--- config.mk ---
export PLATFORM = sky130hd
export DESIGN_NAME = display_i2c_write_sequencer
export DESIGN_NICKNAME = d
export VERILOG_FILES = /design/src/design/dispi2c_pkg.sv /design/src/design/display_i2c_write_sequencer.sv /design/src/design/dispi2c_fifo.sv /design/src/design/dispi2c_front.sv /design/src/design/dispi2c_engine.sv
export SDC_FILE = /design/constraint.sdc
export NUM_CORES = 1
export LEC_CHECK = 0
export BUFFER_PORTS_ARGS = -buffer_cell sky130_fd_sc_hd__buf_4
export CAP_MARGIN = 20
export CORE_MARGIN = 2
export CORE_UTILIZATION = 40
export DETAILED_ROUTE_END_ITERATION = 10
export GPL_ROUTABILITY_DRIVEN = 0
export PLACE_DENSITY = 0.7
export SLEW_MARGIN = 10
export SYNTH_ARGS = -nofsm -noshare
export SYNTH_HDL_FRONTEND = slang
export SYNTH_SLANG_ARGS = --single-unit
export TNS_END_PERCENT = 5
--- constraint.sdc ---
create_clock -name clk -period 2.8 [get_ports clk]
set_input_delay 0.42 -clock clk [delete_from_list [all_inputs] [get_ports clk]]
set_output_delay 0.42 -clock clk [all_outputs]
set_load 0.05 [all_outputs]
--- src/design/dispi2c_pkg.sv ---
// ----------------------------------------------------------------------------
// dispi2c_pkg
// Shared types and constants for the display I2C write sequencer: item
// codes, register indexes, phase encoding and the structs between the parts.
// ----------------------------------------------------------------------------
package dispi2c_pkg;

    // default sizes
    localparam int WAIT_BITS_DEF   = 8;
    localparam int QUEUE_DEPTH_DEF = 2;
    localparam int WAIT_EXT_W      = 16;

    // input mode codes
    localparam logic [1:0] MODE_TICK    = 2'd0;
    localparam logic [1:0] MODE_COMMAND = 2'd1;
    localparam logic [1:0] MODE_DATA    = 2'd2;
    localparam logic [1:0] MODE_CURSOR  = 2'd3;

    // configuration register indexes
    localparam logic [1:0] REG_DEVICE_ADDRESS = 2'd0;
    localparam logic [1:0] REG_LONG_WAIT      = 2'd1;
    localparam logic [1:0] REG_SHORT_WAIT     = 2'd2;

    // register reset values
    localparam logic [7:0] DEV_ADDR_RST   = 8'h78;
    localparam logic [7:0] LONG_WAIT_RST  = 8'd5;
    localparam logic [7:0] SHORT_WAIT_RST = 8'd2;

    // byte constants of the display protocol
    localparam logic [7:0] CTRL_COMMAND  = 8'h00;
    localparam logic [7:0] CTRL_DATA     = 8'h40;
    localparam logic [7:0] PAGE_BASE     = 8'hB0;
    localparam logic [7:0] COL_HIGH_BASE = 8'h10;
    localparam logic [7:0] NIBBLE_MASK   = 8'h0F;

    // bit and byte counting
    localparam logic [3:0] ACK_BIT          = 4'd8;
    localparam logic [1:0] LAST_BYTE        = 2'd2;
    localparam logic [1:0] LAST_CURSOR_STEP = 2'd2;

    // classified item kind
    typedef enum logic [1:0] {
        KIND_TICK,
        KIND_COMMAND,
        KIND_DATA,
        KIND_CURSOR
    } kind_t;

    // bus phase of the back end
    typedef enum logic [3:0] {
        PH_IDLE    = 4'd0,
        PH_START_A = 4'd1,
        PH_START_B = 4'd2,
        PH_START_C = 4'd3,
        PH_SETUP   = 4'd4,
        PH_HIGH    = 4'd5,
        PH_LOW     = 4'd6,
        PH_STOP_A  = 4'd7,
        PH_STOP_B  = 4'd8,
        PH_STOP_C  = 4'd9
    } phase_t;

    // classified item: control byte and up to three payload bytes
    typedef struct packed {
        kind_t      kind;
        logic [7:0] control;
        logic [7:0] pay0;
        logic [7:0] pay1;
        logic [7:0] pay2;
    } cmd_t;

    // one result item
    typedef struct packed {
        logic clock_line;
        logic data_line;
        logic busy_res;
        logic rejected;
    } result_t;

endpackage

--- src/design/display_i2c_write_sequencer.sv ---
// ----------------------------------------------------------------------------
// display_i2c_write_sequencer
// Bit-banged I2C write sequencer for a display: command, data and cursor
// requests become start/address/control/payload/stop transactions, paced
// by tick items.
// ----------------------------------------------------------------------------
//  channel   handshake           payload
//  input     push / full         mode, byte_value, page, column
//  result    pop / empty         clock_line, data_line, busy_res, rejected
//  config    cfg_write           cfg_index, cfg_data
//
//  One item per clock while the result queue has room; the phase machine in
//  the back end handles one item per cycle.
//  Each result is registered in the result queue as its item is taken.
//  Reset empties both queues, releases both lines and loads register defaults.
//  A stalled result queue holds the back end; the input queue then fills and
//  raises full.
// ----------------------------------------------------------------------------
module display_i2c_write_sequencer #(
    parameter int WAIT_BITS   = dispi2c_pkg::WAIT_BITS_DEF,
    parameter int QUEUE_DEPTH = dispi2c_pkg::QUEUE_DEPTH_DEF
) (
    input  logic       clk,
    input  logic       rst_n,
    input  logic       push,
    output logic       full,
    input  logic [1:0] mode,
    input  logic [7:0] byte_value,
    input  logic [2:0] page,
    input  logic [6:0] column,
    output logic       empty,
    input  logic       pop,
    output logic       clock_line,
    output logic       data_line,
    output logic       busy_res,
    output logic       rejected,
    input  logic       cfg_write,
    input  logic [1:0] cfg_index,
    input  logic [7:0] cfg_data
);

    import dispi2c_pkg::*;

    cmd_t    front_cmd;
    cmd_t    queued_cmd;
    logic    cmd_empty;
    logic    cmd_take;
    result_t eng_res;
    result_t out_res;
    logic    res_full;
    logic    res_push;

    // classification
    dispi2c_front u_front (
        .mode       (mode),
        .byte_value (byte_value),
        .page       (page),
        .column     (column),
        .cmd        (front_cmd)
    );

    // queue between front and back end
    dispi2c_fifo #(
        .WIDTH ($bits(cmd_t)),
        .DEPTH (QUEUE_DEPTH)
    ) u_cmd_q (
        .clk   (clk),
        .rst_n (rst_n),
        .push  (push),
        .din   (front_cmd),
        .full  (full),
        .pop   (cmd_take),
        .dout  (queued_cmd),
        .empty (cmd_empty)
    );

    // bus sequencer
    dispi2c_engine #(
        .WAIT_BITS (WAIT_BITS)
    ) u_engine (
        .clk       (clk),
        .rst_n     (rst_n),
        .cfg_write (cfg_write),
        .cfg_index (cfg_index),
        .cfg_data  (cfg_data),
        .cmd       (queued_cmd),
        .cmd_valid (!cmd_empty),
        .cmd_take  (cmd_take),
        .res_room  (!res_full),
        .res       (eng_res),
        .res_push  (res_push)
    );

    // result queue
    dispi2c_fifo #(
        .WIDTH ($bits(result_t)),
        .DEPTH (QUEUE_DEPTH)
    ) u_res_q (
        .clk   (clk),
        .rst_n (rst_n),
        .push  (res_push),
        .din   (eng_res),
        .full  (res_full),
        .pop   (pop),
        .dout  (out_res),
        .empty (empty)
    );

    assign clock_line = out_res.clock_line;
    assign data_line  = out_res.data_line;
    assign busy_res   = out_res.busy_res;
    assign rejected   = out_res.rejected;

endmodule

--- src/design/dispi2c_fifo.sv ---
// ----------------------------------------------------------------------------
// dispi2c_fifo
// Small first-word-fall-through queue, DEPTH entries (2 or more), used
// between the front and the back end and in front of the result ports.
// ----------------------------------------------------------------------------
module dispi2c_fifo #(
    parameter int WIDTH = 8,
    parameter int DEPTH = 2
) (
    input  logic             clk,
    input  logic             rst_n,
    input  logic             push,
    input  logic [WIDTH-1:0] din,
    output logic             full,
    input  logic             pop,
    output logic [WIDTH-1:0] dout,
    output logic             empty
);

    localparam int PTR_W = $clog2(DEPTH);
    localparam int CNT_W = $clog2(DEPTH + 1);

    logic [WIDTH-1:0] store_reg [DEPTH];
    logic [PTR_W-1:0] wr_ptr_reg, wr_ptr_next;
    logic [PTR_W-1:0] rd_ptr_reg, rd_ptr_next;
    logic [CNT_W-1:0] count_reg, count_next;
    logic             do_push;
    logic             do_pop;

    // handshake qualification
    assign full    = (count_reg == CNT_W'(DEPTH));
    assign empty   = (count_reg == '0);
    assign do_push = push && !full;
    assign do_pop  = pop && !empty;
    assign dout    = store_reg[rd_ptr_reg];

    // pointer and count update
    always_comb
    begin
        wr_ptr_next = wr_ptr_reg;
        rd_ptr_next = rd_ptr_reg;
        count_next  = count_reg;
        if (do_push)
        begin
            wr_ptr_next = (wr_ptr_reg == PTR_W'(DEPTH - 1)) ? '0 : wr_ptr_reg + 1'b1;
        end
        if (do_pop)
        begin
            rd_ptr_next = (rd_ptr_reg == PTR_W'(DEPTH - 1)) ? '0 : rd_ptr_reg + 1'b1;
        end
        if (do_push && !do_pop)
        begin
            count_next = count_reg + 1'b1;
        end
        else if (do_pop && !do_push)
        begin
            count_next = count_reg - 1'b1;
        end
    end

    always_ff @(posedge clk or negedge rst_n)
    begin
        if (!rst_n)
        begin
            wr_ptr_reg <= '0;
            rd_ptr_reg <= '0;
            count_reg  <= '0;
        end
        else
        begin
            wr_ptr_reg <= wr_ptr_next;
            rd_ptr_reg <= rd_ptr_next;
            count_reg  <= count_next;
        end
    end

    // entry storage
    always_ff @(posedge clk)
    begin
        if (do_push)
        begin
            store_reg[wr_ptr_reg] <= din;
        end
    end

endmodule

--- src/design/dispi2c_front.sv ---
// ----------------------------------------------------------------------------
// dispi2c_front
// Classifies an incoming item and builds the bytes that its transactions
// will carry: control byte and the one or three payload bytes.
// ----------------------------------------------------------------------------
module dispi2c_front (
    input  logic [1:0]          mode,
    input  logic [7:0]          byte_value,
    input  logic [2:0]          page,
    input  logic [6:0]          column,
    output dispi2c_pkg::cmd_t   cmd
);

    import dispi2c_pkg::*;

    // mode decode and payload build
    always_comb
    begin
        cmd.kind    = KIND_TICK;
        cmd.control = CTRL_COMMAND;
        cmd.pay0    = byte_value;
        cmd.pay1    = byte_value;
        cmd.pay2    = byte_value;
        unique case (mode)
            MODE_TICK:
            begin
                cmd.kind = KIND_TICK;
            end
            MODE_COMMAND:
            begin
                cmd.kind = KIND_COMMAND;
            end
            MODE_DATA:
            begin
                cmd.kind    = KIND_DATA;
                cmd.control = CTRL_DATA;
            end
            MODE_CURSOR:
            begin
                cmd.kind = KIND_CURSOR;
                cmd.pay0 = PAGE_BASE + {5'b0, page};
                cmd.pay1 = COL_HIGH_BASE + {5'b0, column[6:4]};
                cmd.pay2 = {1'b0, column} & NIBBLE_MASK;
            end
            default:
            begin
                cmd.kind = KIND_TICK;
            end
        endcase
    end

endmodule

--- src/design/dispi2c_engine.sv ---
// ----------------------------------------------------------------------------
// dispi2c_engine
// Back end: runs the bus phase machine one item per cycle while results have
// room, holds the configuration registers and gives one result per item taken.
// ----------------------------------------------------------------------------
module dispi2c_engine #(
    parameter int WAIT_BITS = dispi2c_pkg::WAIT_BITS_DEF
) (
    input  logic                   clk,
    input  logic                   rst_n,
    input  logic                   cfg_write,
    input  logic [1:0]             cfg_index,
    input  logic [7:0]             cfg_data,
    input  dispi2c_pkg::cmd_t      cmd,
    input  logic                   cmd_valid,
    output logic                   cmd_take,
    input  logic                   res_room,
    output dispi2c_pkg::result_t   res,
    output logic                   res_push
);

    import dispi2c_pkg::*;

    // configuration
    logic [7:0] dev_addr_reg;
    logic [7:0] long_wait_reg;
    logic [7:0] short_wait_reg;

    // sequencer state
    phase_t               phase_reg, phase_next;
    logic                 clock_reg, clock_next;
    logic                 data_reg, data_next;
    logic [WAIT_BITS-1:0] wait_reg, wait_next;
    logic [3:0]           bit_reg, bit_next;
    logic [1:0]           byte_reg, byte_next;
    logic [1:0]           cstep_reg, cstep_next;
    logic                 cursor_reg, cursor_next;
    logic [7:0]           shift_reg, shift_next;
    logic [7:0]           control_reg, control_next;
    logic [7:0]           pay0_reg, pay0_next;
    logic [7:0]           pay1_reg, pay1_next;
    logic [7:0]           pay2_reg, pay2_next;

    logic                 fire;
    logic                 is_tick;
    logic                 start_req;
    logic                 reject;
    logic                 step;
    logic                 dec;
    logic                 enter;
    logic [7:0]           payload;
    logic [WAIT_BITS-1:0] long_w;
    logic [WAIT_BITS-1:0] short_w;
    logic [WAIT_EXT_W-1:0] long_ext;
    logic [WAIT_EXT_W-1:0] short_ext;

    // item events
    assign fire      = cmd_valid && res_room;
    assign cmd_take  = fire;
    assign res_push  = fire;
    assign is_tick   = (cmd.kind == KIND_TICK);
    assign start_req = fire && !is_tick && (phase_reg == PH_IDLE);
    assign reject    = fire && !is_tick && (phase_reg != PH_IDLE);
    assign step      = fire && is_tick && (phase_reg != PH_IDLE)
                       && (wait_reg <= WAIT_BITS'(1));
    assign dec       = fire && is_tick && (phase_reg != PH_IDLE)
                       && (wait_reg > WAIT_BITS'(1));
    assign enter     = start_req || (step && (phase_next != PH_IDLE));

    // waits taken modulo the counter width
    assign long_ext  = {{(WAIT_EXT_W - 8){1'b0}}, long_wait_reg};
    assign short_ext = {{(WAIT_EXT_W - 8){1'b0}}, short_wait_reg};
    assign long_w    = long_ext[WAIT_BITS-1:0];
    assign short_w   = short_ext[WAIT_BITS-1:0];

    // payload byte of the current transaction
    always_comb
    begin
        case (cstep_reg)
            2'd0:    payload = pay0_reg;
            2'd1:    payload = pay1_reg;
            default: payload = pay2_reg;
        endcase
    end

    // next phase
    always_comb
    begin
        phase_next = phase_reg;
        if (start_req)
        begin
            phase_next = PH_START_A;
        end
        else if (step)
        begin
            unique case (phase_reg)
                PH_START_A: phase_next = PH_START_B;
                PH_START_B: phase_next = PH_START_C;
                PH_START_C: phase_next = PH_SETUP;
                PH_SETUP:   phase_next = PH_HIGH;
                PH_HIGH:    phase_next = PH_LOW;
                PH_LOW:
                begin
                    if (bit_reg < ACK_BIT || byte_reg < LAST_BYTE)
                    begin
                        phase_next = PH_SETUP;
                    end
                    else
                    begin
                        phase_next = PH_STOP_A;
                    end
                end
                PH_STOP_A:  phase_next = PH_STOP_B;
                PH_STOP_B:  phase_next = PH_STOP_C;
                PH_STOP_C:
                begin
                    if (cursor_reg && cstep_reg < LAST_CURSOR_STEP)
                    begin
                        phase_next = PH_START_A;
                    end
                    else
                    begin
                        phase_next = PH_IDLE;
                    end
                end
                default:    phase_next = PH_IDLE;
            endcase
        end
    end

    // counters, shifter and line levels
    always_comb
    begin
        clock_next   = clock_reg;
        data_next    = data_reg;
        wait_next    = wait_reg;
        bit_next     = bit_reg;
        byte_next    = byte_reg;
        cstep_next   = cstep_reg;
        cursor_next  = cursor_reg;
        shift_next   = shift_reg;
        control_next = control_reg;
        pay0_next    = pay0_reg;
        pay1_next    = pay1_reg;
        pay2_next    = pay2_reg;

        // capture a new request
        if (start_req)
        begin
            cstep_next   = 2'd0;
            cursor_next  = (cmd.kind == KIND_CURSOR);
            control_next = cmd.control;
            pay0_next    = cmd.pay0;
            pay1_next    = cmd.pay1;
            pay2_next    = cmd.pay2;
        end

        // bookkeeping on leaving a phase
        if (step)
        begin
            case (phase_reg)
                PH_START_C:
                begin
                    byte_next  = 2'd0;
                    bit_next   = 4'd0;
                    shift_next = dev_addr_reg;
                end
                PH_LOW:
                begin
                    if (bit_reg < ACK_BIT)
                    begin
                        shift_next = {shift_reg[6:0], 1'b0};
                        bit_next   = bit_reg + 1'b1;
                    end
                    else if (byte_reg < LAST_BYTE)
                    begin
                        byte_next  = byte_reg + 1'b1;
                        shift_next = (byte_reg == 2'd0) ? control_reg : payload;
                        bit_next   = 4'd0;
                    end
                end
                PH_STOP_C:
                begin
                    if (cursor_reg && cstep_reg < LAST_CURSOR_STEP)
                    begin
                        cstep_next = cstep_reg + 1'b1;
                    end
                    else
                    begin
                        cursor_next = 1'b0;
                    end
                end
                default:
                begin
                end
            endcase
        end

        // wait counter
        if (dec)
        begin
            wait_next = wait_reg - 1'b1;
        end
        else if (step)
        begin
            wait_next = '0;
        end

        // levels and wait of the phase being entered
        if (enter)
        begin
            case (phase_next)
                PH_START_A:
                begin
                    clock_next = 1'b1;
                    data_next  = 1'b1;
                    wait_next  = long_w;
                end
                PH_START_B:
                begin
                    data_next = 1'b0;
                    wait_next = long_w;
                end
                PH_START_C:
                begin
                    clock_next = 1'b0;
                    wait_next  = long_w;
                end
                PH_SETUP:
                begin
                    data_next = (bit_next >= ACK_BIT) ? 1'b1 : shift_next[7];
                    wait_next = short_w;
                end
                PH_HIGH:
                begin
                    clock_next = 1'b1;
                    wait_next  = long_w;
                end
                PH_LOW:
                begin
                    clock_next = 1'b0;
                    wait_next  = (bit_next >= ACK_BIT) ? '0 : short_w;
                end
                PH_STOP_A:
                begin
                    data_next = 1'b0;
                    wait_next = long_w;
                end
                PH_STOP_B:
                begin
                    clock_next = 1'b1;
                    wait_next  = long_w;
                end
                PH_STOP_C:
                begin
                    data_next = 1'b1;
                    wait_next = long_w;
                end
                default:
                begin
                    wait_next = '0;
                end
            endcase
        end
    end

    // result of this item
    assign res.clock_line = clock_next;
    assign res.data_line  = data_next;
    assign res.busy_res   = (phase_next != PH_IDLE);
    assign res.rejected   = reject;

    // control state
    always_ff @(posedge clk or negedge rst_n)
    begin
        if (!rst_n)
        begin
            phase_reg  <= PH_IDLE;
            clock_reg  <= 1'b1;
            data_reg   <= 1'b1;
            wait_reg   <= '0;
            bit_reg    <= '0;
            byte_reg   <= '0;
            cstep_reg  <= '0;
            cursor_reg <= 1'b0;
        end
        else
        begin
            phase_reg  <= phase_next;
            clock_reg  <= clock_next;
            data_reg   <= data_next;
            wait_reg   <= wait_next;
            bit_reg    <= bit_next;
            byte_reg   <= byte_next;
            cstep_reg  <= cstep_next;
            cursor_reg <= cursor_next;
        end
    end

    // byte holding registers
    always_ff @(posedge clk)
    begin
        shift_reg   <= shift_next;
        control_reg <= control_next;
        pay0_reg    <= pay0_next;
        pay1_reg    <= pay1_next;
        pay2_reg    <= pay2_next;
    end

    // configuration registers
    always_ff @(posedge clk or negedge rst_n)
    begin
        if (!rst_n)
        begin
            dev_addr_reg   <= DEV_ADDR_RST;
            long_wait_reg  <= LONG_WAIT_RST;
            short_wait_reg <= SHORT_WAIT_RST;
        end
        else if (cfg_write)
        begin
            unique case (cfg_index)
                REG_DEVICE_ADDRESS: dev_addr_reg   <= cfg_data;
                REG_LONG_WAIT:      long_wait_reg  <= cfg_data;
                REG_SHORT_WAIT:     short_wait_reg <= cfg_data;
                default:
                begin
                end
            endcase
        end
    end

endmodule

==> impl_metrics.toml <==
[synthesis]
synth_warnings = 0
synth_area_per_cell_um2 = 12.8
synthesis.area_um2 = 6110
synth_cell_types = 71
async_flop_share_pct = 41.7
syn_inst = 479
synth_nets = 522
ys.flop_type = "edfxtp_1"
synth-seq-area-share_pct = 60.3
ys_seq_elements = 132
synth_edf_count = 76

[drt]
detail_route.wl_per_cell_um = 16.0
drc_errors = 0
drtIter0Drc = 259
first_pass_iters = 4
viasPerCell = 5.31
met2_length_um = 5980
drt_wl_total_um = 12100
wl_met3_um = 571
wl_met1_um = 5300
vias = 4011
highest-signal-layer = "met4"
ant_nets = 0

[pwr]
p_leak_nw = 2.91
p_comb_share_pct = 30.1
pwr-share-clk_pct = 31.5
finalPower_mw = 7.40
switchingPower_mw = 2.41
p_seq_share_pct = 38.4
ir_drop_uv = 524
swShare_pct = 32.5
intPower_mw = 4.99
powerDensity_nw_per_um2 = 994

[layout]
final_cell_mix = "edfxtp_1 (76), buf_4 (73), nand2_1 (48), mux2_2 (47), dfrtp_1 (46)"
fin_area_um2 = 7440
post-route-util_pct = 49.3
n_antenna_cell = 0
largest_reg_flops = 42
nets = 597
syn2layout_area_growth_pct = 21.7
layout_commonest_cell = "edfxtp_1"
drive_gt1_share_pct = 32.1

[sta]
max_slew.worst_pin.slew_ns = 0.714
setup_ws_ns = -0.103
finClkSkew_ns = 0.00610
fin_crit_sh_pct = 104
rsz0062_at_grt = "true"
fin_crit_ns = 2.90
hold_violations = 0
slew_headroom_pct = 52.4
setup_viol = 8
clock.fmax_mhz = 344
drv_slew = 0

[grt]
grt_max_degree = 56
gr-total-overflow = 0
antenna_found_initial = 0
grt_usage_pct = 16.2
grt_pass1_wl_um = 20500
grt_pass1_vias = 4205

[place]
port_buffers = 40
dp_slack_ns = -0.136
post-dp-hpwl_um = 8470
dpl_cell_area_um2 = 6800

[worst_setup_path]
critPathBufInv = 0
cpMaxStageDelayCell = "or4_4"
cpMostUsedCell = "or4_4"
path_delay_family = "simple AND/OR/NAND/NOR gates"
path_cells = "or4_4, or4_4, o41a_1, o21bai_4, nor4b_4, and2_1, o32ai_2"
slowest_delay_ns = 0.58
worstSetupPathType = "reg2reg"
crit_path_end_kind = "flop"
crit_fanout = 7
worstSetupStartpointType = "flop"
critPathArrivalTime_ns = 3.05
required_ns = 2.95

[floorplanning]
design.core.area_um2 = 15100
num_rows = 45
start_util_pct = 40.5
io-pin-count = 41
die_h_um = 128
die_w_um = 128
die_area_um2 = 16300

[clock_tree]
clkSlewWorstSetupHoldPaths_ns = 0.06
cts_tree = "yes"
cts_buffer_depth = 2
cts_sinks = 132
cts_buffers = 17
ctsHtreeMaxLevel = 4
cts_root_buf = "clkbuf_16"
post_cts_buffers = 0
clk_latency_ns = 0.42

[outcome]
status = "finished with violations"
violations = "setup timing"

[min_path]
hp-class = "in2async"

[flow_run]
drv_cap = 0
[metrics by stage]
| step | hold WS (ns) | cells | setup TNS (ns) |
|---|---|---|---|
| after floorplan | 0.124 | 479 | -0.283 |
| after global placement | 0.476 | 723 | -0.0393 |
| after detailed placement | 0.492 | 723 | -0.726 |
| after CTS | 0.0824 | 755 | -0.250 |
| after global routing | 0.107 | 755 | -1.49 |
| final | 0.0514 | 755 | -0.321 |
[path summary, 6_finish.rpt]
check,end,start,cells after the start,slack [ns]
min reg2reg,u_res_q.wr_ptr_reg,u_res_q.wr_ptr_reg,1,0.50
min in group clk,u_cmd_q.store_reg[1][31],mode[0],1,0.21
min,u_engine.phase_reg[0],rst_n,1,0.05
max,u_res_q.store_reg[1][2],u_engine.wait_reg[3],7,-0.10
max reg2reg,u_res_q.store_reg[1][2],u_engine.wait_reg[3],7,-0.10
max in group asynchronous,u_engine.dev_addr_reg[0],rst_n,1,2.27
[layout make-up]
class / count / area (um^2)
timing repair buffer: 73 / 548
clock inverter: 15 / 194
tap: 188 / 235
inverter: 23 / 86.3
clock buffer: 17 / 425
multi-input combinational: 307 / 2260
sequential: 132 / 3690
fill: 1308 / 7650
[cells by family (layout without fill, tap and decap cells)]
kind of cell / count (synthesis) / in the layout / share of synthesized area (%)
simple gates: 145 / 145 / 12.6
flops: 132 / 132 / 60.3
compound gates: 89 / 89 / 11.0
mux: 50 / 50 / 9.15
buf+inv: 40 / 128 / 2.95
xor+xnor: 15 / 15 / 2.27
fa+ha+maj: 8 / 8 / 1.64
[worst reg2reg max path, delay by kind of cell, from the launching register on]
| family | cells | cell delay [ns] |
|---|---|---|
| compound gates | 3 | 0.69 |
| flops | 1 | 0.38 |
| simple gates | 4 | 1.56 |
[routing by layer]
metal / track usage [%] / vias to the layer above
met5: 0 / -
met4: 6.33 / 0
met3: 4.90 / 19
met2: 26.4 / 96
met1: 20.2 / 1974
li1: - / 1922
[power groups by stage]
stage                     Combinational (mW)  Sequential [mW]  Clock (mW)
after floorplan                         1.59             2.80           0
after global placement                  2.12             2.86           0
after detailed placement                2.20             2.87           0
after CTS                               2.23             2.84        2.35
after global routing                    2.45             2.89        2.46
final                                   2.23             2.84        2.33
[what timing repair did]
action | in CTS | in global routing
resized for setup | 3 | 2
endpoints found under the setup margin | 14 | 13
hold buffers | 0 | 0
endpoints found under the hold margin | 0 | 0
pin swaps | 2 | 0
[synthesized netlist by cell type, types with 10 or more instances]
cell	count	area share (%)
a21oi_1	15	1.2
and2_1	10	1.0
clkbuf_1	11	0.68
dfrtp_1	46	19
edfxtp_1	76	37
inv_1	23	1.4
mux2_2	47	8.7
nand2_1	48	2.9
nand3_1	13	1.1
nor2_1	25	1.5
nor3_1	10	0.82
o21ai_0	19	1.6
No activity file was read; power rests on OpenSTA's default activity.
